--- src/hdl/b64dec_pkg.sv ---
// Shared types, status codes and character lookup for the Base64 text decoder.
`default_nettype none

package b64dec_pkg;

  // end-of-message status codes
  localparam logic [2:0] ST_OK        = 3'd0;
  localparam logic [2:0] ST_BAD_LEN   = 3'd1;
  localparam logic [2:0] ST_BAD_CHAR  = 3'd2;
  localparam logic [2:0] ST_BAD_PAD   = 3'd3;
  localparam logic [2:0] ST_HIGH_BYTE = 3'd4;

  localparam logic [7:0] PAD_CHAR  = 8'h3d;
  localparam logic [7:0] BYTE_MAX  = 8'h7f;

  // one result transfer
  typedef struct packed {
    logic [7:0] data_byte;
    logic       byte_valid;
    logic       end_of_message;
    logic [2:0] status;
  } result_t;

  // sextet lookup: bit 6 set means not a Base64 character
  typedef logic [6:0] sextet_t;

  function automatic sextet_t sextet_of(input logic [7:0] ch);
    logic [7:0] diff;
    sextet_t    res;
    diff = 8'd0;
    res  = 7'h40;
    case (ch) inside
      [8'h41:8'h5a]: begin
        diff = ch - 8'h41;
        res  = {1'b0, diff[5:0]};
      end
      [8'h61:8'h7a]: begin
        diff = ch - 8'h61 + 8'd26;
        res  = {1'b0, diff[5:0]};
      end
      [8'h30:8'h39]: begin
        diff = ch - 8'h30 + 8'd52;
        res  = {1'b0, diff[5:0]};
      end
      8'h2b: res = {1'b0, 6'd62};
      8'h2f: res = {1'b0, 6'd63};
      default: res = 7'h40;
    endcase
    return res;
  endfunction

endpackage

`default_nettype wire

--- src/hdl/base64_text_decoder.sv ---
// Base64 text decoder top level: input register, decode step, result queue.
`default_nettype none

// Decodes a Base64 message one character per transfer; last_char flags the
// final character. Decoded bytes come out one per result transfer with
// byte_valid set; the final character also yields an end-of-message result
// carrying the status (0 ok, 1 bad length, 2 bad character, 3 misplaced
// padding, 4 byte above 0x7F). A decoded zero byte ends the text: it and all
// later bytes are not sent, though they are still checked. On a failed
// message the bytes already sent must be discarded by the host. Rate: one
// character per cycle sustained while out_ready stays high. A character is
// decoded while it sits in the input register and, once the decode stage
// fires, is written into a 4-entry result queue whose head drives the output
// port. The decode stage fires only while at least two queue entries are
// free, so the queue depth and the output side's ready set the throughput
// under backpressure; the final character can place two results in one cycle.
module base64_text_decoder (
  input  wire logic       clk,
  input  wire logic       rst,
  // character channel
  input  wire logic       in_valid,
  output logic            in_ready,
  input  wire logic [7:0] in_char,
  input  wire logic       last_char,
  // result channel
  output logic            out_valid,
  input  wire logic       out_ready,
  output logic [7:0]      data_byte,
  output logic            byte_valid,
  output logic            end_of_message,
  output logic [2:0]      status
);

  // ---------------------------------------------------------------- input reg
  logic       in_full;
  logic [7:0] char_q;
  logic       last_q;
  logic       fire;       // decode stage consumes the input register

  assign in_ready = !in_full || fire;

  always_ff @(posedge clk) begin
    if (rst) begin
      in_full <= 1'b0;
    end else if (in_ready) begin
      in_full <= in_valid;
    end
  end

  always_ff @(posedge clk) begin
    if (in_ready && in_valid) begin
      char_q <= in_char;
      last_q <= last_char;
    end
  end

  // ---------------------------------------------------------- decoder state
  logic [1:0] group_position, group_position_next;
  logic [1:0] length_mod_four, length_mod_four_next;
  logic [7:0] partial_byte, partial_byte_next;
  logic [2:0] pad_run, pad_run_next;
  logic [2:0] latched_error, latched_error_next;
  logic       text_ended, text_ended_next;

  b64dec_pkg::sextet_t sextet;
  logic [7:0]          byte_val;
  logic                have_byte;
  logic                emit_byte;

  always_comb begin
    group_position_next  = group_position;
    length_mod_four_next = length_mod_four + 2'd1;
    partial_byte_next    = partial_byte;
    pad_run_next         = pad_run;
    latched_error_next   = latched_error;
    text_ended_next      = text_ended;
    sextet               = b64dec_pkg::sextet_of(char_q);
    byte_val             = 8'd0;
    have_byte            = 1'b0;
    emit_byte            = 1'b0;

    if (latched_error == b64dec_pkg::ST_OK) begin
      if (char_q == b64dec_pkg::PAD_CHAR) begin
        // at most three pad characters
        if (pad_run >= 3'd3) begin
          latched_error_next = b64dec_pkg::ST_BAD_PAD;
        end else begin
          pad_run_next = pad_run + 3'd1;
        end
      end else if (pad_run != 3'd0) begin
        // data after padding
        latched_error_next = b64dec_pkg::ST_BAD_PAD;
      end else if (sextet[6]) begin
        latched_error_next = b64dec_pkg::ST_BAD_CHAR;
      end else begin
        case (group_position)
          2'd0: begin
            partial_byte_next = {sextet[5:0], 2'b00};
          end
          2'd1: begin
            byte_val          = partial_byte | {6'b000000, sextet[5:4]};
            partial_byte_next = {sextet[3:0], 4'b0000};
            have_byte         = 1'b1;
          end
          2'd2: begin
            byte_val          = partial_byte | {4'b0000, sextet[5:2]};
            partial_byte_next = {sextet[1:0], 6'b000000};
            have_byte         = 1'b1;
          end
          default: begin
            byte_val          = partial_byte | {2'b00, sextet[5:0]};
            partial_byte_next = 8'd0;
            have_byte         = 1'b1;
          end
        endcase
        group_position_next = group_position + 2'd1;
        if (have_byte) begin
          if (byte_val > b64dec_pkg::BYTE_MAX) begin
            latched_error_next = b64dec_pkg::ST_HIGH_BYTE;
          end else if (byte_val == 8'd0) begin
            text_ended_next = 1'b1;
          end else if (!text_ended) begin
            emit_byte = 1'b1;
          end
        end
      end
    end
  end

  // end result: length check wins over any latched error
  b64dec_pkg::result_t byte_res, end_res, push0, push1;
  logic [1:0]          push_n;

  always_comb begin
    byte_res                = '0;
    byte_res.data_byte      = byte_val;
    byte_res.byte_valid     = 1'b1;
    byte_res.status         = b64dec_pkg::ST_OK;

    end_res                 = '0;
    end_res.end_of_message  = 1'b1;
    end_res.status          = (length_mod_four_next != 2'd0) ? b64dec_pkg::ST_BAD_LEN
                                                             : latched_error_next;

    push0  = emit_byte ? byte_res : end_res;
    push1  = end_res;
    push_n = {1'b0, emit_byte} + {1'b0, last_q};
  end

  always_ff @(posedge clk) begin
    if (rst) begin
      group_position  <= 2'd0;
      length_mod_four <= 2'd0;
      partial_byte    <= 8'd0;
      pad_run         <= 3'd0;
      latched_error   <= b64dec_pkg::ST_OK;
      text_ended      <= 1'b0;
    end else if (fire) begin
      if (last_q) begin
        // message done, back to reset state
        group_position  <= 2'd0;
        length_mod_four <= 2'd0;
        partial_byte    <= 8'd0;
        pad_run         <= 3'd0;
        latched_error   <= b64dec_pkg::ST_OK;
        text_ended      <= 1'b0;
      end else begin
        group_position  <= group_position_next;
        length_mod_four <= length_mod_four_next;
        partial_byte    <= partial_byte_next;
        pad_run         <= pad_run_next;
        latched_error   <= latched_error_next;
        text_ended      <= text_ended_next;
      end
    end
  end

  // ----------------------------------------------------------- result queue
  // four entries; decode fires only with two entries free
  b64dec_pkg::result_t q_mem [4];
  logic [1:0]          wr_ptr;
  logic [1:0]          rd_ptr;
  logic [2:0]          q_count;
  logic                pop;

  assign fire      = in_full && (q_count <= 3'd2);
  assign out_valid = (q_count != 3'd0);
  assign pop       = out_valid && out_ready;

  always_ff @(posedge clk) begin
    if (fire && (push_n != 2'd0)) begin
      q_mem[wr_ptr] <= push0;
    end
    if (fire && (push_n == 2'd2)) begin
      q_mem[wr_ptr + 2'd1] <= push1;
    end
  end

  always_ff @(posedge clk) begin
    if (rst) begin
      wr_ptr  <= 2'd0;
      rd_ptr  <= 2'd0;
      q_count <= 3'd0;
    end else begin
      if (fire) begin
        wr_ptr <= wr_ptr + push_n;
      end
      if (pop) begin
        rd_ptr <= rd_ptr + 2'd1;
      end
      q_count <= q_count + (fire ? {1'b0, push_n} : 3'd0) - {2'b00, pop};
    end
  end

  assign data_byte      = q_mem[rd_ptr].data_byte;
  assign byte_valid     = q_mem[rd_ptr].byte_valid;
  assign end_of_message = q_mem[rd_ptr].end_of_message;
  assign status         = q_mem[rd_ptr].status;

  // ------------------------------------------------------------- assertions
  a_queue_bound: assert property (@(posedge clk) disable iff (rst)
    q_count <= 3'd4)
    else $error("result queue over four entries");

  a_pad_bound: assert property (@(posedge clk) disable iff (rst)
    pad_run <= 3'd3)
    else $error("pad run above three");

  a_msg_reset: assert property (@(posedge clk) disable iff (rst)
    fire && last_q |=> (group_position == 2'd0) && (length_mod_four == 2'd0) &&
                       (latched_error == b64dec_pkg::ST_OK) && (pad_run == 3'd0) &&
                       !text_ended)
    else $error("state not cleared after end of message");

  a_error_sticky: assert property (@(posedge clk) disable iff (rst)
    fire && !last_q && (latched_error != b64dec_pkg::ST_OK)
      |=> latched_error == $past(latched_error))
    else $error("latched error changed within message");

  a_result_kind: assert property (@(posedge clk) disable iff (rst)
    out_valid |-> (byte_valid != end_of_message))
    else $error("result is neither a byte nor an end result");

endmodule

`default_nettype wire
--- config.mk ---
export PLATFORM = sky130hd
export DESIGN_NAME = base64_text_decoder
export DESIGN_NICKNAME = d
export VERILOG_FILES = /design/src/hdl/b64dec_pkg.sv /design/src/hdl/base64_text_decoder.sv
export SDC_FILE = /design/constraint.sdc
export NUM_CORES = 1
export LEC_CHECK = 0
export BUFFER_PORTS_ARGS = -buffer_cell sky130_fd_sc_hd__buf_2
export CAP_MARGIN = 30
export CORE_UTILIZATION = 55
export DETAILED_ROUTE_END_ITERATION = 6
export PLACE_DENSITY = 0.76
export SYNTH_ARGS = -nofsm -noshare
export SYNTH_HDL_FRONTEND = slang
export SYNTH_SLANG_ARGS = --single-unit
--- constraint.sdc ---
create_clock -name clk -period 3.93 [get_ports clk]
set_input_delay 0.393 -clock clk [delete_from_list [all_inputs] [get_ports clk]]
set_output_delay 0.393 -clock clk [all_outputs]
set_load 0.005 [all_outputs]
# After elaboration in Yosys (flattened, before gate mapping)
# Memories as Yosys holds them, arrays and structs flattened. A register that Yosys moved wholly into a read port is not among the register bits.
# Index checks and enable logic that the tools add are counted.
# W data, S select, Z words.
op_classes:
  add_sub_neg: 14
  n_lt_le_gt_ge: 9
  n_eq_ne: 11
  mux: 68
  n_bitwise: 3
  n_reduce_logical: 24
op_table:
  columns: ["operator", "n"]
  rows:
  - ["$mux W8", 13]
  - ["$pmux W8 S3", 2]
  - ["$mux W3", 13]
  - ["$mux W7", 5]
  - ["$mux W1", 25]
  - ["$eq A8 B6 Y1 const B", 3]
  - ["$mux W2", 9]
  - ["$ge A8 B7 Y1 const B", 2]
  - ["$le A8 B7 Y1 const B", 2]
  - ["$mux W13", 1]
  - ["$reduce_bool A2 Y1", 6]
  - ["$sub A6 B6 Y6 const B", 2]
  - ["$ne A2 B2 Y1 const B", 5]
  - ["$add A2 B1 Y2 const B", 4]
  - ["$ge A8 B6 Y1 const B", 1]
  - ["$gt A8 B7 Y1 const B", 1]
  - ["$le A8 B6 Y1 const B", 1]
  - ["$logic_and A1 B1 Y1", 8]
  - ["$logic_not A8 Y1", 1]
  - ["$or A8 B2 Y8", 1]
  - ["$or A8 B4 Y8", 1]
  - ["$or A8 B6 Y8", 1]
  - ["$reduce_and A8 Y1", 1]
  - ["$add A6 B5 Y6 const B", 1]
  - ["other kinds (18)", 20]
word_totals:
  regBits: 36
  ram_bits: 52
  inputBits: 13
  n_memories: 1
memory_table:
  columns: ["memory", "depth", "width", "read_ports", "rd_clocked_by_memory_dff", "wr", "line_no", "source"]
  rows:
  - ["q_mem", 4, 13, 1, 1, 2, "base64_text_decoder.sv:180", "b64dec_pkg::result_t q_mem [4];"]

# Longest topological paths before layout
# Gate-level depths: netlist (run 1).
depth:
  depth_word: 25
  mapped_depth: 23

# Worst setup path after synthesis (run 1)
# No wires, ideal clock.
synth_path:
  path_kind: "flip-flop to flip-flop"
  start: "register char_q[2]"
  end: "register q_count[2]"
  setup_time_ns: 0.128
  t_arrival_ns: 4.035
  path_slack_ns: -0.232
  stages_incl_launch_ff: 22
  synth_period_minus_slack_ns: 4.162
  path_cell_list: "edfxtp_1 > inv_1 > ha_1 > a21o_1 > o211ai_2 > and3_4 > a221oi_2 > o21ai_1 > a221o_1 > nand4b_2 > buf_6 > nand2_1 > ha_1 > nand2_1 > ha_1 > inv_1 > ha_1 > inv_1 > fa_1 > xnor2_1 > xnor2_1 > nor2_1"
synth_via:
  elab_chain_len: 24
  elab_cells_between_ends: 43
synth_rtl:
  columns: ["element", "line_no", "source"]
  rows:
  - ["from (decl)", "base64_text_decoder.sv:36", "logic [7:0] char_q;"]
  - ["from (signal assigned)", "base64_text_decoder.sv:52", "char_q <= in_char;"]
  - ["parallel branches: the longest is 18 deep, another holds $gt A8 B7 Y1", null, null]
  - ["$mux W1 (*)", "base64_text_decoder.sv:83", "if (char_q == b64dec_pkg::PAD_CHAR) begin"]
  - ["$mux W1 (*)", "base64_text_decoder.sv:82", "if (latched_error == b64dec_pkg::ST_OK) begin"]
  - ["$add A1 B1 Y2 (*)", "base64_text_decoder.sv:147", "push_n = {1'b0, emit_byte} + {1'b0, last_q};"]
  - ["$mux W2 (*)", "base64_text_decoder.sv:211", "q_count <= q_count + (fire ? {1'b0, push_n} : 3'd0) - {2'b00, pop};"]
  - ["$add A3 B2 Y3 (*)", "base64_text_decoder.sv:211", null]
  - ["$sub A3 B1 Y3 (*)", "base64_text_decoder.sv:211", null]
  - ["to (signal assigned)", "base64_text_decoder.sv:211", null]
  - ["to (decl)", "base64_text_decoder.sv:183", "logic [2:0] q_count;"]
# Every way passes the cells marked *. The select of a mux whose other input is x is not followed.
# A chain may end at the register's enable or synchronous reset.

# Worst setup path after layout (run 1)
layout_path:
  start: "register char_q[0]"
  end: "register q_count[2]"
layout_via:
  elab_chain_len: 24
  elab_cells_between_ends: 43
layout_rtl:
  columns: ["element", "line_no", "source"]
  rows:
  - ["parallel branches: the longest is 18 deep, another holds $gt A8 B7 Y1", null, null]
  - ["$mux W1 (*)", "base64_text_decoder.sv:83", null]
  - ["$mux W1 (*)", "base64_text_decoder.sv:82", null]
  - ["via emit_byte", "base64_text_decoder.sv:68", "logic emit_byte;"]
  - ["$add A1 B1 Y2 (*)", "base64_text_decoder.sv:147", null]
  - ["$mux W2 (*)", "base64_text_decoder.sv:211", null]
  - ["$add A3 B2 Y3 (*)", "base64_text_decoder.sv:211", null]
  - ["$sub A3 B1 Y3 (*)", "base64_text_decoder.sv:211", null]
# Mark *: on every way through the listed nets, which the timed path passes. The select of a mux whose other input is x is not followed.

==> summary.md, run 1 <==
| Metric | Value |
|---|---|
| Fin cells | `around 680` |
| Synth Warn # | `0` |
| DRC marker count from the first detailed-route iteration | `between 200 and 250` |
| Final instance area | `0.005956 mm^2` |
| Critical path class | `reg2reg` |
| Setup violators final | `1` |
| Netlist cell types | `just under 80` |
| Crit-path most repeated cell | `sky130_fd_sc_hd__ha_4` |
| Buffers added on ports | `27` |
| Max Fclk | `about 0.25 GHz` |
| Largest buffer count on any clock path | `2` |
| Placed Cells | `between 600 and 700` |
| Wirelength, routed | `around 12 mm` |
| Required time at the worst-slack endpoint | `about 4200 ps` |
| VDD IR-drop max | `186.4 uV` |
| DRC violations left | `0` |
| Worst-Skew Late Latency | `about 360 ps` |
| Syn Area/Cell | `just under 10 um^2` |
| Max-slew violation total from the final report | `0` |
| Clock Skews | `between 10 and 15 ps` |
| Global-route wire length before repair | `between 15 and 20 mm` |
| Clock tree from TritonCTS | `done` |
| Hold WC Path Type | `in2reg` |
| Worst Setup Slack, final | `-18.48 ps` |
| Minimum clock period after layout | `about 3900 ps` |
| CP peak stage delay | `just over 500 ps` |
| Routed vias | `roughly 4100` |
| Post-Syn Nets | `526` |
| Post-Route Hold Slack | `roughly 210 ps` |
| Final HPWL from detailed placement | `between 8 and 9 mm` |
| Root cell of the clock tree | `sky130_fd_sc_hd__clkbuf_8` |
| Clock slew at the register clock pins of the worst setup and hold paths | `roughly 90 ps` |
| FFs w/ async S/R, synth | `0%` |
| Synthesized flop and latch total | `just under 90` |
| Max-slew headroom | `44.23%` |
| Number of cells produced by synthesis | `around 500` |
| Maximum number of pins on one net before global-route repair | `25` |
| Setup repair after global routing missed its margin | `yes` |
| Total routing resource utilization after global routing | `around 28%` |
| # H-tree levels | `3` |
| Post-synth EDFFs | `21` |
| Cell area after synthesis | `between 0.004 and 0.005 mm^2` |
| Share of cells above drive strength 1 | `roughly a third` |
| Global-route congestion overflow total | `0` |
| Crit share post-route | `100.5%` |
| Die boundary height | `95 um` |
| Max_cap viols | `0` |
| Number of standard-cell rows in the floorplan | `33` |
| Power density over the cells | `about 390 mW/mm^2` |
| Number of antenna violations at the first check in global routing | `0` |
| Final ANT Viol Nets | `0` |
| Number of diodes | `0` |
| Effective utilization at floorplan | `57.32%` |
| Area growth syn-to-layout | `25.20%` |
| Ports placed on the boundary | `28` |
| Core area | `about 0.0083 mm^2` |
| Num CTS Buffers | `9` |
| Setup crit end kind | `register` |
| Worst-path maximum fanout | `4` |
| TritonCTS sink count | `88` |
| Series of cell instances along the critical path | `inv_2 -> ha_4 -> nor2b_4 -> o2bb2ai_4 -> buf_12 -> nand2_4 -> or4_4 -> a32oi_2 -> nor3b_4 -> nand4b_4 -> and2_4 -> ha_1 -> nand2_1 -> ha_4 -> fa_2 -> xnor2_2 -> xnor2_1 -> nor2_1` |
| Post-synth top flop | `sky130_fd_sc_hd__dfxtp_1` |
| Failing checks | `setup timing` |
| Nets@finish | `around 610` |
| Highest-delay cell along the critical path | `sky130_fd_sc_hd__or4_4` |
| Drt pass-1 iters | `5` |
| Number of global-route vias before repair | `4031` |
| Leak | `around 0.0024 uW` |
| Element type at the critical path start | `register` |
| Area of placed instances | `about 0.0054 mm^2` |
| Avg Vias per Cell | `just over 6` |
| Hold Violations, Final | `0` |
| Pre-CTS WS | `-220.4 ps` |
| Slew at the pin closest to its max-slew limit | `835.4 ps` |
| Final routed wire length divided by cell count | `between 15 and 20 um` |
| Die extent in x | `around 95 um` |
| Sequential fraction of the synthesis area | `41.45%` |
| Result of the run | `finished with violations` |
| Total Die Area | `roughly 0.009 mm^2` |
| Routability-driven placement congestion ratio | `0.9372` |
| Data arrival, critical path | `between 4000 and 5000 ps` |
==> area by class of cell <==
cell class,instances,area [um^2]
Sequential cell,88,1972
Multi-Input combinational cell,354,2887
Clock buffer,10,137.6
Clock inverter,6,78.83
Fill cell,613,2344
Inverter,24,105.1
Tap cell,105,131.4
Timing Repair Buffer,91,644.4
==> Yosys cell counts, types with 12 or more instances <==
cell type | number | area [um^2]
sky130_fd_sc_hd__o21ai_0 | 22 | 110.1
sky130_fd_sc_hd__nand2_1 | 50 | 187.7
sky130_fd_sc_hd__mux4_2 | 13 | 292.8
sky130_fd_sc_hd__a21oi_1 | 22 | 110.1
sky130_fd_sc_hd__ha_1 | 24 | 300.3
sky130_fd_sc_hd__a22o_1 | 18 | 157.7
sky130_fd_sc_hd__nand3_1 | 14 | 70.07
sky130_fd_sc_hd__nor2_1 | 44 | 165.2
sky130_fd_sc_hd__dfxtp_1 | 67 | 1341
sky130_fd_sc_hd__clkbuf_1 | 15 | 56.30
sky130_fd_sc_hd__inv_1 | 24 | 90.09
sky130_fd_sc_hd__edfxtp_1 | 21 | 630.6
sky130_fd_sc_hd__and2_1 | 12 | 75.07
==> metal layers <==
layer,share of wire (%),routed length [um],track usage (%),vias to the layer above
met5,0,0,0,-
met4,1.7,198,10.10,0
met3,4.7,555,5.717,23
met2,51,6080,49.04,136
met1,42,5021,34.27,2006
li1,-,-,-,1957
==> timing repair <==
item / 4_1_cts / 5_1_grt
buffers inserted: 10 / 1
pin swaps: 18 / 10
cloned: 0 / 0
gates resized for setup: 23 / 17
endpoints found under the hold margin: 0 / 0
setup endpoints to repair: 7 / 48
hold buffers: 0 / 0
==> cells in the final DEF (no fill, tap or decap), drive strengths merged, types with 10 or more instances in the layout <==
master  count
buf        91
dfxtp      67
nand2      51
nor2       48
o21ai      26
a21oi      24
inv        24
ha         24
edfxtp     21
a22o       18
nand3      16
mux4       13
and2       12
clkbuf     10
nor3       10
==> worst max-delay path, delay by kind of cell, from the launching register on <==
| family | cells | cell delay, ps |
|---|---|---|
| and+or+nand+nor | 8 | 1460 |
| adders and majority gates | 4 | 980 |
| DFF | 1 | 480 |
| AOI/OAI and AO/OA | 2 | 420 |
| xor gates and xnor gates | 2 | 290 |
| buffers and inverters | 2 | 220 |
==> through the flow <==
stage / utilization (%) / total power, uW / TNS, ps
final: 71.76 / 2338 / -18.48
after global routing: 71.76 / 2446 / -731.0
after CTS: 70.78 / 2318 / -20.96
after detailed placement: 65.54 / 1609 / -405.3
after global placement: 65.54 / 1590 / -105.1
after floorplan: - / 1440 / -60.34
==> sequential cells by signal, indices dropped and copies added, names as in the netlist, named ones only <==
| register | count |
|---|---|
| in_full | 1 |
| pad_run | 3 |
| q_count | 3 |
| rd_ptr | 2 |
| length_mod_four | 2 |
| text_ended | 1 |
| last_q | 1 |
| wr_ptr | 2 |
| partial_byte | 6 |
| group_position | 2 |
| char_q | 8 |
| q_mem | 52 |
| latched_error | 3 |
==> power breakdown <==
group	internal, uW	switching [uW]	leakage [uW]
clock	320	347	0.000110
sequential	979	87.8	0.000739
combinational	312	291	0.00152
==> kinds of logic after synthesis <==
group | Yosys count | share of synthesized area, %
simple gates | 185 | 20.17
fa+ha+maj | 25 | 6.733
compound gates | 124 | 19.99
xor+xnor | 6 | 1.105
flops | 88 | 41.45
mux | 14 | 6.365
buf+inv | 46 | 4.182
==> worst paths after layout <==
kind | from | end | slack, ps | depth (start not counted)
setup / recovery | char_q[0] | q_count[2] | -20 | 18
hold / removal | last_char | last_q | 210 | 1
setup reg to reg | char_q[0] | q_count[2] | -20 | 18
hold reg to reg | q_mem[3][9] | q_mem[3][9] | 470 | 2
Power figures use the tool's default switching activity.
==> inputs of run 2 (changes only) <==
--- a/config.mk
+++ b/config.mk
@@ -7,9 +7,10 @@
 export LEC_CHECK = 0
 export BUFFER_PORTS_ARGS = -buffer_cell sky130_fd_sc_hd__buf_2
 export CAP_MARGIN = 30
-export CORE_UTILIZATION = 55
+export CORE_UTILIZATION = 57
+export CTS_BUF_LIST = sky130_fd_sc_hd__clkbuf_8
 export DETAILED_ROUTE_END_ITERATION = 6
-export PLACE_DENSITY = 0.76
+export PLACE_DENSITY_LB_ADDON = 0.2
 export SYNTH_ARGS = -nofsm -noshare
 export SYNTH_HDL_FRONTEND = slang
 export SYNTH_SLANG_ARGS = --single-unit
==> run 2 against run 1 <==
  * The run still ends with setup timing left
  * Fmax is 1.8% lower
  * Setup slack worse by 70 ps
  * Clock-buffer cell count stayed put
  * Design area is 1.5% higher
  * Flip-flop and latch count stayed put
  * Critical path type unchanged
  * Largest power group unchanged
  * Highest routed layer unchanged
==> summary.md, run 2 (synthesized netlist as in run 1, its figures left out) <==
| Metric | Value |
|---|---|
| Result of the run | `finished with violations (unchanged)` |
| Post-Route Hold Slack | `198.3 ps (was 206.6 ps)` |
| Number of standard-cell rows in the floorplan | `32 (was 33)` |
| Pre-CTS WS | `-149.3 ps (was -220.4 ps)` |
| Most common cell after layout, fill and taps aside | `sky130_fd_sc_hd__dfxtp_1 (unchanged)` |
| Critical path class | `reg2reg (unchanged)` |
| Failing checks | `setup timing (unchanged)` |
| Number of diodes | `0 (unchanged)` |
| TritonCTS sink count | `88 (unchanged)` |
| Series of cell instances along the critical path | `buf_6 -> ha_4 -> nor2b_2 -> o31ai_4 -> o211a_1 -> a211o_1 -> a32oi_2 -> nor3b_4 -> nand4b_4 -> nand2_4 -> ha_4 -> nand2_4 -> ha_4 -> inv_2 -> ha_4 -> inv_2 -> fa_2 -> xnor2_2 -> xnor2_1 -> nor2_1 (was inv_2 -> ha_4 -> nor2b_4 -> o2bb2ai_4 -> buf_12 -> nand2_4 -> or4_4 -> a32oi_2 -> nor3b_4 -> nand4b_4 -> and2_4 -> ha_1 -> nand2_1 -> ha_4 -> fa_2 -> xnor2_2 -> xnor2_1 -> nor2_1)` |
| Die boundary height | `93.36 um (was 95 um)` |
| Global-route wire length before repair | `19.57 mm (was 19.48 mm)` |
| Effective utilization at floorplan | `60.31% (was 57.32%)` |
| Setup violators final | `1 (unchanged)` |
| Slew at the pin closest to its max-slew limit | `776.5 ps (was 835.4 ps)` |
| Highest-delay cell along the critical path | `sky130_fd_sc_hd__edfxtp_1 (was sky130_fd_sc_hd__or4_4)` |
| Power density over the cells | `398.0 mW/mm^2 (was 392.6 mW/mm^2)` |
| Buffers added on ports | `27 (unchanged)` |
| Minimum clock period after layout | `4019 ps (was 3948 ps)` |
| Data arrival, critical path | `4260 ps (was 4180 ps)` |
| Wirelength, routed | `12.59 mm (was 11.86 mm)` |
| Clock Skews | `12.04 ps (was 14.23 ps)` |
| CP peak stage delay | `480 ps (was 510 ps)` |
| Seq. cell area | `0.001972 mm^2 (unchanged)` |
| Largest register FFs | `52 (unchanged)` |
| Drt pass-1 iters | `6 (was 5)` |
| Max Fclk | `0.2488 GHz (was 0.2533 GHz)` |
| Crit-path most repeated cell | `sky130_fd_sc_hd__ha_4 (unchanged)` |
| Final ANT Viol Nets | `0 (unchanged)` |
| DRC violations left | `0 (unchanged)` |
| Nets@finish | `611 (was 606)` |
| Element type at the critical path start | `register (unchanged)` |
| Leak | `0.002383 uW (was 0.002365 uW)` |
| Number of antenna violations at the first check in global routing | `0 (unchanged)` |
| VDD IR-drop max | `264.2 uV (was 186.4 uV)` |
| Fin cells | `680 (was 678)` |
| Largest buffer count on any clock path | `2 (unchanged)` |
| Clock tree from TritonCTS | `done (unchanged)` |
| Routability-driven placement congestion ratio | `0.9155 (was 0.9372)` |
| Crit share post-route | `102.3% (was 100.5%)` |
| Worst Setup Slack, final | `-88.93 ps (was -18.48 ps)` |
| Hold Violations, Final | `0 (unchanged)` |
| Util after Layout | `76.67% (was 71.76%)` |
| Ports placed on the boundary | `28 (unchanged)` |
| Total Die Area | `0.008715 mm^2 (was 0.009025 mm^2)` |
| Largest registers | `q_mem x52, char_q x8, partial_byte x6 (unchanged)` |
| Core area | `0.007888 mm^2 (was 0.008299 mm^2)` |
| Die extent in x | `93.36 um (was 95 um)` |
| Root cell of the clock tree | `sky130_fd_sc_hd__clkbuf_8 (unchanged)` |
| Worst-Skew Late Latency | `360 ps (about the same)` |
| # H-tree levels | `3 (unchanged)` |
| Hold WC Path Type | `in2reg (unchanged)` |
| Number of global-route vias before repair | `4016 (was 4031)` |
| Clock slew at the register clock pins of the worst setup and hold paths | `90 ps (about the same)` |
| Share of cells above drive strength 1 | `34.08% (was 32.98%)` |
| Filler Cells Inserted | `481 (was 613)` |
| Area growth syn-to-layout | `27.12% (was 25.20%)` |
| Max-slew headroom | `48.16% (was 44.23%)` |
| Avg Vias per Cell | `6.182 (was 6.080)` |
| Global-route congestion overflow total | `0 (unchanged)` |
| Num CTS Buffers | `9 (unchanged)` |
| Setup crit end kind | `register (unchanged)` |
| Max_cap viols | `0 (unchanged)` |
| Setup repair after global routing missed its margin | `yes (unchanged)` |
| Routed vias | `4204 (was 4122)` |
| Final HPWL from detailed placement | `8.431 mm (was 8.594 mm)` |
| Total routing resource utilization after global routing | `29.27% (was 28.17%)` |
| Final routed wire length divided by cell count | `18.52 um (was 17.49 um)` |
| Worst-path maximum fanout | `7 (was 4)` |
| Max-slew violation total from the final report | `0 (unchanged)` |
| Required time at the worst-slack endpoint | `4170 ps (about the same)` |
| DRC marker count from the first detailed-route iteration | `259 (was 207)` |
| Post-route total power | `2407 uW (was 2338 uW)` |
| Placed Cells | `643 (was 651)` |
| Multi-input gate area | `0.002947 mm^2 (was 0.002887 mm^2)` |
| Leading cell types in the layout, fill and taps excluded | `sky130_fd_sc_hd__dfxtp_1 (67), sky130_fd_sc_hd__buf_4 (65), sky130_fd_sc_hd__nand2_1 (46) (was sky130_fd_sc_hd__dfxtp_1 (67), sky130_fd_sc_hd__buf_4 (61), sky130_fd_sc_hd__nand2_1 (46))` |
| Top reg by flops | `q_mem (unchanged)` |
| Maximum number of pins on one net before global-route repair | `25 (unchanged)` |
[run 2: changes by cell type in the layout (fill, tap and decap cells not counted), sizes merged]
cell      change
buf           +5
bufinv        +1
clkinv        -4
clkinvlp      +1
inv           +2
[run 2: power by group]
part           switching [uW]  internal [uW]  leakage [uW]
clock                     334            380      0.000116
combinational             310            318       0.00153
sequential               86.4            979      0.000739
[run 2: repair_timing]
item                                    CTS  global route
hold buffers                              0             0
pin swaps                                19            15
setup buffers                            16             6
resized for setup                        25            22
endpoints found under the setup margin    3            36
[run 2: layout make-up]
type / instances / share of cell area (%)
tap: 102 / 2.110
inverter: 24 / 1.573
clock inverter: 6 / 1.510
clock buffer: 10 / 2.276
multi-input combinational: 354 / 48.73
sequential: 88 / 32.61
timing repair buffer: 96 / 11.19
[run 2: worst paths after layout]
path	cells after the start	slack (ps)	endpoint	from
hold / removal	1	200	char_q[2]	in_char[2]
setup reg to reg	20	-90	q_count[2]	char_q[3]
hold reg to reg	2	460	q_mem[3][7]	q_mem[3][7]
setup / recovery	20	-90	q_count[2]	char_q[3]
[run 2: critical path, delay by kind of cell, from the launching register on]
family                     cells  cell delay (ps)
and+or+nand+nor                6              860
DFF                            1              480
AOI/OAI and AO/OA              4              960
buffers and inverters          3              230
adders and majority gates      5             1050
xor gates and xnor gates       2              320
[run 2: metal layers]
metal	wire [um]	share of wire (%)	GRT usage, %
met5	0	0	0
met4	464	3.7	12.56
met3	704	5.6	5.772
met2	6232	49	51.29
met1	5191	41	34.77
[run 2: stage by stage]
stage / setup TNS (ps) / area (um^2)
6_report: -88.93 / 6047
5_1_grt: -736.2 / 6047
4_1_cts: -57.14 / 5897
3_5_place_dp: -153.7 / 5398
3_3_place_gp: 0 / 5398
2_1_floorplan: -60.34 / 4893
